$ cat src/kmdr_pkg.sv
package kmdr_pkg;

   localparam int ROW_COUNT_DEF    = 4;
   localparam int COLUMN_COUNT_DEF = 5;
   localparam int REPORT_SLOTS_DEF = 6;

   // report format limits (fixed by the HID boot report)
   localparam int MAX_SLOTS = 6;

   localparam logic [15:0] DEBOUNCE_RESET = 16'd5000;
   localparam logic [23:0] HOLD_RESET     = 24'd300000;
   localparam logic [7:0]  LEFT_SHIFT_MOD = 8'h02;

   // register indexes
   localparam logic CSR_DEBOUNCE = 1'b0;
   localparam logic CSR_HOLD     = 1'b1;

   typedef enum logic [1:0] {
      FUNC_MAP_LOAD = 2'd0,
      FUNC_SAMPLE   = 2'd1,
      FUNC_END_SCAN = 2'd2
   } func_type;

   typedef struct packed {
      logic [1:0]  func;
      logic [4:0]  key_index;
      logic        level;
      logic [63:0] now_us;
      logic [7:0]  map_keycode;
      logic        map_shift;
   } req_type;

   typedef struct packed {
      logic [7:0] modifier;
      logic [7:0] code_0;
      logic [7:0] code_1;
      logic [7:0] code_2;
      logic [7:0] code_3;
      logic [7:0] code_4;
      logic [7:0] code_5;
      logic [2:0] code_count;
   } rsp_type;

   typedef struct packed {
      logic        pressed;
      logic [63:0] last_us;
   } key_entry_type;

   typedef struct packed {
      logic       shift;
      logic [7:0] code;
   } map_entry_type;

   typedef struct packed {
      logic       change;
      logic       repeat_hit;
      logic       level;
      logic       shift;
      logic [7:0] code;
      logic       flush;
   } coll_cmd_type;

endpackage

$ cat src/key_matrix_debounce_reporter.sv
// Key matrix debounce and HID report collector. Takes one item per clock:
// map loads, key samples and end-of-scan marks, in any mix, back to back.
// An item enters a two-stage path: the accept cycle issues a read of the
// key's state and map entry (synchronous memories, registered read), the next
// cycle does the elapsed-time subtract, the debounce/hold compares and the
// write-back. Same-key items in adjacent cycles are forwarded, so there is
// no interlock. A report goes to rsp_ from an output register, loaded as its
// end of scan leaves the second stage. req_ready drops only when a report is
// still held in that register, rsp_ready is low and the item in the second
// stage is an end of scan that must emit. Key state resets through per-key
// valid bits, so there is no clearing pass after reset; the key map is
// undefined until loaded. Registers on csr_: index 0 debounce time (16 bit,
// reset 5000 us), index 1 hold time (24 bit, reset 300000 us); write them
// only while idle.
module key_matrix_debounce_reporter #(
   parameter int ROW_COUNT    = kmdr_pkg::ROW_COUNT_DEF,
   parameter int COLUMN_COUNT = kmdr_pkg::COLUMN_COUNT_DEF,
   parameter int REPORT_SLOTS = kmdr_pkg::REPORT_SLOTS_DEF
) (
   input  logic              clock,
   input  logic              reset,
   input  logic              req_valid,
   output logic              req_ready,
   input  kmdr_pkg::req_type req_data,
   output logic              rsp_valid,
   input  logic              rsp_ready,
   output kmdr_pkg::rsp_type rsp_data,
   input  logic              csr_we,
   input  logic              csr_index,
   input  logic [23:0]       csr_wdata
);

   localparam int KEY_TOTAL = ROW_COUNT * COLUMN_COUNT;
   localparam int AW        = (KEY_TOTAL > 1) ? $clog2(KEY_TOTAL) : 1;

   // config registers
   logic [15:0] debounce_ff;
   logic [23:0] hold_ff;

   always_ff @(posedge clock) begin
      if (reset) begin
         debounce_ff <= kmdr_pkg::DEBOUNCE_RESET;
         hold_ff     <= kmdr_pkg::HOLD_RESET;
      end else if (csr_we) begin
         unique case (csr_index)
            kmdr_pkg::CSR_DEBOUNCE: debounce_ff <= csr_wdata[15:0];
            kmdr_pkg::CSR_HOLD:     hold_ff     <= csr_wdata;
            default:                ;
         endcase
      end
   end

   // stage 0: accept and read
   logic          accept;
   logic          stall;
   logic [AW-1:0] rd_addr;
   logic          in_range;

   assign req_ready = !stall;
   assign accept    = req_valid && req_ready;
   assign rd_addr   = AW'(req_data.key_index);
   assign in_range  = 32'(req_data.key_index) < 32'(KEY_TOTAL);

   // stage 1: item with read data
   logic              s1_valid_ff;
   logic              s1_valid_in;
   logic              s1_range_ff;
   logic [AW-1:0]     s1_addr_ff;
   kmdr_pkg::req_type s1_req_ff;

   assign s1_valid_in = accept || (s1_valid_ff && stall);

   always_ff @(posedge clock) begin
      if (reset) begin
         s1_valid_ff <= 1'b0;
      end else begin
         s1_valid_ff <= s1_valid_in;
      end
   end

   always_ff @(posedge clock) begin
      if (accept) begin
         s1_req_ff   <= req_data;
         s1_range_ff <= in_range;
         s1_addr_ff  <= rd_addr;
      end
   end

   kmdr_pkg::key_entry_type key_rd;
   kmdr_pkg::map_entry_type map_rd;
   kmdr_pkg::key_entry_type st_wr_data;
   kmdr_pkg::map_entry_type map_wr_data;
   logic                    st_wr_en;
   logic                    map_wr_en;
   logic                    is_sample;
   logic                    is_load;
   logic                    is_eos;
   logic [63:0]             elapsed;
   logic                    deb_ok;
   logic                    hold_ok;
   logic                    change;
   kmdr_pkg::coll_cmd_type  cmd;

   always_comb begin
      is_sample = 1'b0;
      is_load   = 1'b0;
      is_eos    = 1'b0;
      unique case (s1_req_ff.func)
         kmdr_pkg::FUNC_MAP_LOAD: is_load   = s1_range_ff;
         kmdr_pkg::FUNC_SAMPLE:   is_sample = s1_range_ff;
         kmdr_pkg::FUNC_END_SCAN: is_eos    = 1'b1;
         default:                 ;
      endcase
   end

   // elapsed time wraps modulo 2^64
   assign elapsed = s1_req_ff.now_us - key_rd.last_us;
   assign deb_ok  = elapsed > 64'(debounce_ff);
   assign hold_ok = elapsed > 64'(hold_ff);
   assign change  = (s1_req_ff.level != key_rd.pressed) && deb_ok;

   // a stalled item is always an end of scan, which writes nothing
   assign st_wr_en           = s1_valid_ff && is_sample && change;
   assign st_wr_data.pressed = s1_req_ff.level;
   assign st_wr_data.last_us = s1_req_ff.now_us;
   assign map_wr_en          = s1_valid_ff && is_load;
   assign map_wr_data.shift  = s1_req_ff.map_shift;
   assign map_wr_data.code   = s1_req_ff.map_keycode;

   always_comb begin
      cmd            = '0;
      cmd.change     = is_sample && change;
      cmd.repeat_hit = is_sample && !change && s1_req_ff.level && hold_ok;
      cmd.level      = s1_req_ff.level;
      cmd.shift      = map_rd.shift;
      cmd.code       = map_rd.code;
      cmd.flush      = is_eos;
   end

   kmdr_key_store #(
      .DEPTH (KEY_TOTAL),
      .AW    (AW)
   ) u_store (
      .clock       (clock),
      .reset       (reset),
      .rd_en       (accept),
      .rd_addr     (rd_addr),
      .key_rd      (key_rd),
      .map_rd      (map_rd),
      .st_wr_en    (st_wr_en),
      .st_wr_addr  (s1_addr_ff),
      .st_wr_data  (st_wr_data),
      .map_wr_en   (map_wr_en),
      .map_wr_addr (s1_addr_ff),
      .map_wr_data (map_wr_data)
   );

   kmdr_collector #(
      .REPORT_SLOTS (REPORT_SLOTS)
   ) u_coll (
      .clock     (clock),
      .reset     (reset),
      .cmd_valid (s1_valid_ff),
      .cmd       (cmd),
      .stall     (stall),
      .rsp_valid (rsp_valid),
      .rsp_ready (rsp_ready),
      .rsp_data  (rsp_data)
   );

endmodule

$ cat src/kmdr_key_store.sv
// Per-key state and key map memories, one registered read port each.
module kmdr_key_store #(
   parameter int DEPTH = kmdr_pkg::ROW_COUNT_DEF * kmdr_pkg::COLUMN_COUNT_DEF,
   parameter int AW    = (DEPTH > 1) ? $clog2(DEPTH) : 1
) (
   input  logic                    clock,
   input  logic                    reset,
   input  logic                    rd_en,
   input  logic [AW-1:0]           rd_addr,
   output kmdr_pkg::key_entry_type key_rd,
   output kmdr_pkg::map_entry_type map_rd,
   input  logic                    st_wr_en,
   input  logic [AW-1:0]           st_wr_addr,
   input  kmdr_pkg::key_entry_type st_wr_data,
   input  logic                    map_wr_en,
   input  logic [AW-1:0]           map_wr_addr,
   input  kmdr_pkg::map_entry_type map_wr_data
);

   kmdr_pkg::key_entry_type key_mem [DEPTH];
   kmdr_pkg::map_entry_type map_mem [DEPTH];

   kmdr_pkg::key_entry_type key_q_ff;
   kmdr_pkg::map_entry_type map_q_ff;
   kmdr_pkg::key_entry_type st_byp_ff;
   kmdr_pkg::map_entry_type map_byp_ff;

   logic [DEPTH-1:0] valid_ff;
   logic [DEPTH-1:0] valid_in;
   logic             st_hit_ff;
   logic             st_hit_in;
   logic             map_hit_ff;
   logic             map_hit_in;
   logic             vld_rd_ff;
   logic             vld_rd_in;

   always_ff @(posedge clock) begin
      if (st_wr_en) begin
         key_mem[st_wr_addr] <= st_wr_data;
      end
      if (map_wr_en) begin
         map_mem[map_wr_addr] <= map_wr_data;
      end
      if (rd_en) begin
         key_q_ff   <= key_mem[rd_addr];
         map_q_ff   <= map_mem[rd_addr];
         st_byp_ff  <= st_wr_data;
         map_byp_ff <= map_wr_data;
      end
   end

   // write in the same cycle as a read of that entry: take the new data
   always_comb begin
      valid_in   = valid_ff;
      st_hit_in  = st_hit_ff;
      map_hit_in = map_hit_ff;
      vld_rd_in  = vld_rd_ff;
      if (rd_en) begin
         st_hit_in  = st_wr_en && (st_wr_addr == rd_addr);
         map_hit_in = map_wr_en && (map_wr_addr == rd_addr);
         vld_rd_in  = valid_ff[rd_addr];
      end
      if (st_wr_en) begin
         valid_in[st_wr_addr] = 1'b1;
      end
   end

   always_ff @(posedge clock) begin
      if (reset) begin
         valid_ff   <= '0;
         st_hit_ff  <= 1'b0;
         map_hit_ff <= 1'b0;
         vld_rd_ff  <= 1'b0;
      end else begin
         valid_ff   <= valid_in;
         st_hit_ff  <= st_hit_in;
         map_hit_ff <= map_hit_in;
         vld_rd_ff  <= vld_rd_in;
      end
   end

   // never-written key state reads as zero
   assign key_rd = st_hit_ff ? st_byp_ff : (vld_rd_ff ? key_q_ff : '0);
   assign map_rd = map_hit_ff ? map_byp_ff : map_q_ff;

   a_st_bypass: assert property (@(posedge clock) disable iff (reset)
      (rd_en && st_wr_en && (st_wr_addr == rd_addr)) |=> (key_rd == $past(st_wr_data)))
      else $error("key state bypass lost a same-cycle write");

endmodule

$ cat src/kmdr_collector.sv
// Report collection and output register.
module kmdr_collector #(
   parameter int REPORT_SLOTS = kmdr_pkg::REPORT_SLOTS_DEF
) (
   input  logic                   clock,
   input  logic                   reset,
   input  logic                   cmd_valid,
   input  kmdr_pkg::coll_cmd_type cmd,
   output logic                   stall,
   output logic                   rsp_valid,
   input  logic                   rsp_ready,
   output kmdr_pkg::rsp_type      rsp_data
);

   logic [7:0] codes_ff [REPORT_SLOTS];
   logic [7:0] codes_in [REPORT_SLOTS];
   logic [2:0] count_ff;
   logic [2:0] count_in;
   logic       shift_ff;
   logic       shift_in;
   logic       pending_ff;
   logic       pending_in;
   logic       rsp_valid_ff;
   logic       rsp_valid_in;
   kmdr_pkg::rsp_type rsp_data_ff;
   kmdr_pkg::rsp_type report;

   logic       act;
   logic       room;
   logic       add;
   logic       shift_set;
   logic       emit;
   logic [7:0] out_codes [kmdr_pkg::MAX_SLOTS];

   assign stall = cmd_valid && cmd.flush && pending_ff && rsp_valid_ff && !rsp_ready;
   assign act   = cmd_valid && !stall;
   assign room  = count_ff < 3'(REPORT_SLOTS);
   assign add   = act && !cmd.flush && room &&
                  ((cmd.change && cmd.level) || cmd.repeat_hit);
   // a repeat that finds the slots full leaves the shift mark alone
   assign shift_set = act && !cmd.flush && cmd.shift &&
                      (cmd.change || (cmd.repeat_hit && room));
   assign emit  = act && cmd.flush && pending_ff;

   genvar g;
   generate
      for (g = 0; g < kmdr_pkg::MAX_SLOTS; g++) begin : g_slot
         if (g < REPORT_SLOTS) begin : g_used
            assign out_codes[g] = codes_ff[g];
         end else begin : g_unused
            assign out_codes[g] = 8'd0;
         end
      end
   endgenerate

   always_comb begin
      report            = '0;
      report.modifier   = (shift_ff && (count_ff != 3'd0)) ? kmdr_pkg::LEFT_SHIFT_MOD : 8'd0;
      report.code_0     = out_codes[0];
      report.code_1     = out_codes[1];
      report.code_2     = out_codes[2];
      report.code_3     = out_codes[3];
      report.code_4     = out_codes[4];
      report.code_5     = out_codes[5];
      report.code_count = count_ff;
   end

   always_comb begin
      codes_in     = codes_ff;
      count_in     = count_ff;
      shift_in     = shift_ff || shift_set;
      pending_in   = pending_ff || add;
      rsp_valid_in = emit || (rsp_valid_ff && !rsp_ready);
      if (act && cmd.flush) begin
         for (int j = 0; j < REPORT_SLOTS; j++) begin
            codes_in[j] = 8'd0;
         end
         count_in = 3'd0;
         shift_in = 1'b0;
      end else if (add) begin
         for (int j = 0; j < REPORT_SLOTS; j++) begin
            if (count_ff == 3'(j)) begin
               codes_in[j] = cmd.code;
            end
         end
         count_in = count_ff + 3'd1;
      end
   end

   always_ff @(posedge clock) begin
      if (reset) begin
         for (int j = 0; j < REPORT_SLOTS; j++) begin
            codes_ff[j] <= 8'd0;
         end
         count_ff     <= 3'd0;
         shift_ff     <= 1'b0;
         pending_ff   <= 1'b0;
         rsp_valid_ff <= 1'b0;
      end else begin
         codes_ff     <= codes_in;
         count_ff     <= count_in;
         shift_ff     <= shift_in;
         pending_ff   <= pending_in;
         rsp_valid_ff <= rsp_valid_in;
      end
   end

   always_ff @(posedge clock) begin
      if (emit) begin
         rsp_data_ff <= report;
      end
   end

   assign rsp_valid = rsp_valid_ff;
   assign rsp_data  = rsp_data_ff;

   a_count_bound: assert property (@(posedge clock) disable iff (reset)
      count_ff <= 3'(REPORT_SLOTS))
      else $error("collection count past slot total");

   a_flush_clears: assert property (@(posedge clock) disable iff (reset)
      (act && cmd.flush) |=> (count_ff == 3'd0) && !shift_ff)
      else $error("end of scan left collection state");

   a_pending_sticky: assert property (@(posedge clock) disable iff (reset)
      !$fell(pending_ff))
      else $error("pending flag cleared");

   a_emit_loaded: assert property (@(posedge clock) disable iff (reset)
      emit |=> rsp_valid_ff && (rsp_data_ff.code_count == $past(count_ff)))
      else $error("report not loaded into output register");

endmodule

$ cat config.mk
export PLATFORM = sky130hd
export DESIGN_NAME = key_matrix_debounce_reporter
export DESIGN_NICKNAME = d
export VERILOG_FILES = /design/src/kmdr_pkg.sv /design/src/key_matrix_debounce_reporter.sv /design/src/kmdr_key_store.sv /design/src/kmdr_collector.sv
export SDC_FILE = /design/constraint.sdc
export NUM_CORES = 2
export LEC_CHECK = 0
export ABC_AREA = 1
export BUFFER_PORTS_ARGS = -buffer_cell sky130_fd_sc_hd__buf_2
export CAP_MARGIN = 0
export CELL_PAD_IN_SITES_DETAIL_PLACEMENT = 1
export CELL_PAD_IN_SITES_GLOBAL_PLACEMENT = 2
export CORE_UTILIZATION = 45
export CTS_CLUSTER_SIZE = 12
export DETAILED_ROUTE_END_ITERATION = 8
export GPL_TIMING_DRIVEN = 1
export PLACE_DENSITY_LB_ADDON = 0.1
export SLEW_MARGIN = 20
export SYNTH_ARGS = -nofsm -noshare
export SYNTH_HDL_FRONTEND = slang
export SYNTH_SLANG_ARGS = --single-unit
$ cat constraint.sdc
create_clock -name clock -period 31 [get_ports clock]
set_input_delay 1.55 -clock clock [delete_from_list [all_inputs] [get_ports clock]]
set_output_delay 1.55 -clock clock [all_outputs]
set_load 0.01 [all_outputs]
==> impl_summary.log <==
[metrics] floorplan die area: 176000 sq um
[metrics] HPWL after detailed placement: 156000 microns
[metrics] post-DR vias/cell: 5.81
[metrics] normalized max-slew margin: 23.1%
[metrics] overall die height: 419 microns
[metrics] result of the run: finished clean
[metrics] number of max-cap violations: 0
[metrics] GRT Residual Overflow: 0
[metrics] gate count of the mapped netlist: 6611
[metrics] most frequent cells in the layout: sky130_fd_sc_hd__edfxtp_1, sky130_fd_sc_hd__nand2_1, sky130_fd_sc_hd__nor2_1
[metrics] net total in the final layout: 6957
[metrics] leakage component of the power: 30.9 nW
[metrics] buffer cell driving the clock tree root: sky130_fd_sc_hd__clkbuf_16
[metrics] count of routing violations after the opening detailed-route iteration: approximately 5200
[metrics] post-synthesis cell type with the largest combined area: sky130_fd_sc_hd__edfxtp_1
[metrics] Max Buffers Root-to-Sink: 3
[metrics] CP Capture Type: flip-flop
[metrics] TritonCTS buffer count: 196
[metrics] count of buffers added by post-CTS timing repair for setup: 0
[metrics] number of synthesis warnings: 0
[metrics] final period utilization: 21.8%
[metrics] Power, Total: 0.00559 W
[metrics] fraction of power spent switching nets: between 20% and 30%
[metrics] fraction of final layout cells sized beyond drive strength 1: under 10%
[metrics] worst-path maximum fanout: 66
[metrics] fraction of synthesis flops using an asynchronous set or reset pin: 0%
[metrics] Final ANT Viol Nets: 0
[metrics] gp weighted congestion: 0.883
[metrics] H-tree depth reported by CTS: 4
[metrics] Core ar.: ~170000 sq um
[metrics] sequential cell area: 55300 sq um
[metrics] initial antenna violation count: 17
[metrics] CTS-repair resized insts: 0
[metrics] length of the first detailed-routing pass in iterations: 6
[metrics] total negative setup slack: 0 ps
[metrics] part of the power in the clock network: 39.8%
[metrics] global-route wire length before repair: 369000 microns
[metrics] arrival time reported for the critical path endpoint: 7240 ps
[metrics] total power per unit cell area: 63.6 nW/um^2
[metrics] overall track demand over capacity in global routing: between 20% and 30%
[metrics] combinational share of power: 9.2%
[metrics] residual DRC count: 0
[metrics] worst voltage drop across the vdd grid: around 0.056 mV
[metrics] post-detailed-route wirelength per cell: between 20 and 30 microns
[metrics] count of hold buffers inserted by post-cts repair: 0
[metrics] maximum number of pins on one net before global-route repair: 179
[metrics] Final Hold Vio Count: 0
[metrics] Setup crit start kind: flip-flop
[metrics] Fmax: 0.148 GHz
[metrics] Fillers: 17626
[metrics] via count: 53461
[metrics] top cell type's share of synthesized area: a little under 70%
[metrics] Final Skew: 38.6 ps
[metrics] effective utilization at floorplan: 45.5%
[metrics] top cells by area in the synthesized netlist: sky130_fd_sc_hd__edfxtp_1, sky130_fd_sc_hd__nand2_1, sky130_fd_sc_hd__o21ai_0
[metrics] vias in the first global route: 54154
[metrics] area growth from synthesis to layout: 12.2%
[metrics] row cnt: roughly 150
[metrics] type of the worst setup path: flip-flop to flip-flop
[metrics] multi-input gate area in the final layout: around 20000 sq um
[metrics] clock latency reported for the late side of the worst-skew pair: just under 900 ps
[metrics] synthesized flop and latch total: between 1500 and 2000
[metrics] EDFF count, synth: 1762
[metrics] setup repair after global routing missed its margin: no
[metrics] internal power consumption: 0.00418 W
[metrics] worst path required time: 31460 ps
[metrics] final wirelength: 253000 microns
[metrics] net load switching power: 0.00141 W
[metrics] most common cell after layout, fill and taps aside: sky130_fd_sc_hd__edfxtp_1
[metrics] part of the Yosys area used for sequential elements: a little over two thirds
[metrics] number of endpoints failing setup at the final stage: 0
[metrics] post-synth cell types: 50
[metrics] final count of pins violating max slew: 0
[metrics] Tightest Pin Transition: 1150 ps
[metrics] TritonCTS clock tree: done
[metrics] final critical path time including I/O delays and setup: 6770 ps
[metrics] I/O Buffers: 164
[metrics] worst hold path class: flip-flop to flip-flop
[metrics] synthesized area: 78300 sq um
[metrics] mean post-synth cell area: between 10 and 15 sq um
[metrics] count of clock tree sinks: 1880
[metrics] width of the chip: 419 microns
[metrics] clock slew at reported path FFs: 60 ps
[metrics] top flip-flop cell by instance count after synthesis: sky130_fd_sc_hd__edfxtp_1
[metrics] relative contribution of sequential cells to total power: about 51%
[metrics] io pins: 172
[layer usage]
layer / global-route usage, % / wire (microns)
met1: 40.6 / 113000
met2: 46.7 / 120000
met3: 3.72 / 14900
met4: 7.72 / 6040
met5: 0 / 34
[registers in the layout, summed over array words and instances (netlist names), 16 cells and up, named ones only]
register and count:
debounce_ff 16, hold_ff 24, u_store.st_byp_ff 65, u_coll.codes_ff 48, s1_req_ff 66, u_store.key_q_ff 65
u_store.map_mem 180, u_store.valid_ff 20, u_store.key_mem 1300, u_coll.rsp_data 52
[layout make-up]
type / instances / area share (%)
diodes: 2 / 0.00570
well taps: 2310 / 3.29
repair buffers: 289 / 2.16
flip-flops and latches: 1880 / 62.9
clock buffers: 267 / 5.98
clock inverters: 84 / 0.820
multi-input cells: 3819 / 22.4
inverters: 551 / 2.44
[worst max-delay path, cell delays in order (launching register included)]
cell,delay [ps]
sky130_fd_sc_hd__dfxtp_4,340
sky130_fd_sc_hd__buf_4,640
sky130_fd_sc_hd__a22oi_1,250
sky130_fd_sc_hd__ha_1,470
sky130_fd_sc_hd__nand2_1,170
sky130_fd_sc_hd__nor2_1,350
sky130_fd_sc_hd__nand2_1,170
sky130_fd_sc_hd__o21bai_1,190
sky130_fd_sc_hd__nand2_1,240
sky130_fd_sc_hd__xor2_1,330
sky130_fd_sc_hd__ha_1,200
sky130_fd_sc_hd__nand4_1,110
sky130_fd_sc_hd__nor3_1,220
sky130_fd_sc_hd__nand2_1,80
sky130_fd_sc_hd__nand2_1,60
sky130_fd_sc_hd__nand2_1,50
sky130_fd_sc_hd__nand3_1,60
sky130_fd_sc_hd__nor2_1,60
sky130_fd_sc_hd__nand3_1,70
sky130_fd_sc_hd__nor2_1,80
sky130_fd_sc_hd__nand3_1,110
sky130_fd_sc_hd__nand3_1,110
sky130_fd_sc_hd__nor2_2,110
sky130_fd_sc_hd__buf_4,330
sky130_fd_sc_hd__nand2_1,180
sky130_fd_sc_hd__inv_4,280
sky130_fd_sc_hd__buf_4,890
[cells by family after synthesis]
family                     synth area share, %
buffers and inverters                     4.49
other                                  0.00479
muxes                                    0.115
xor gates and xnor gates                 0.268
adders and majority gates                 1.75
DFF                                       70.6
AOI/OAI and AO/OA                         11.7
and+or+nand+nor                           11.1
[final timing paths]
kind	from	to	slack [ps]	depth (start not counted)
hold reg to reg	u_coll.codes_ff[38]	u_coll.rsp_data[41]	420	0
setup / recovery	u_store.st_hit_ff	u_store.key_mem[7][58]	24230	26
hold / removal	u_coll.codes_ff[38]	u_coll.rsp_data[41]	420	0
setup reg to reg	u_store.st_hit_ff	u_store.key_mem[7][58]	24230	26
[Yosys cell counts (all sizes together) (62+ instances only)]
cell / number
ha: 108
a22oi: 62
dfxtp: 118
inv: 529
o211ai: 62
edfxtp: 1762
nor2: 891
clkbuf: 327
o221ai: 100
o22ai: 223
nand2: 1033
o21ai: 698
nand3: 103
nand4: 67
a21oi: 177
[metrics by stage]
| step | util, % | instances | setup WS [ps] | hold WS (ps) | cell area (sq um) |
|---|---|---|---|---|---|
| 4_1_cts | 51.0 | 9199 | 24250 | 423 | 87800 |
| 3_5_place_dp | 47.6 | 8848 | 24310 | 417 | 81900 |
| 6_report | 51.0 | 9202 | 24230 | 422 | 87800 |
| 5_1_grt | 51.0 | 9200 | 23800 | 443 | 87800 |
| 3_3_place_gp | 47.6 | 8848 | 24390 | 413 | 81900 |
| 2_1_floorplan | - | 6617 | 18160 | 406 | 78300 |
[power by group through the flow]
stage / clock, W / sequential, W / combinational [W]
after global placement: 0 / 0.00290 / 0.000503
after global routing: 0.00235 / 0.00285 / 0.000561
after detailed placement: 0 / 0.00290 / 0.000512
final: 0.00222 / 0.00285 / 0.000514
after floorplan: 0 / 0.00291 / 0.000279
after CTS: 0.00226 / 0.00285 / 0.000514
(Power assumes the default switching activity.)
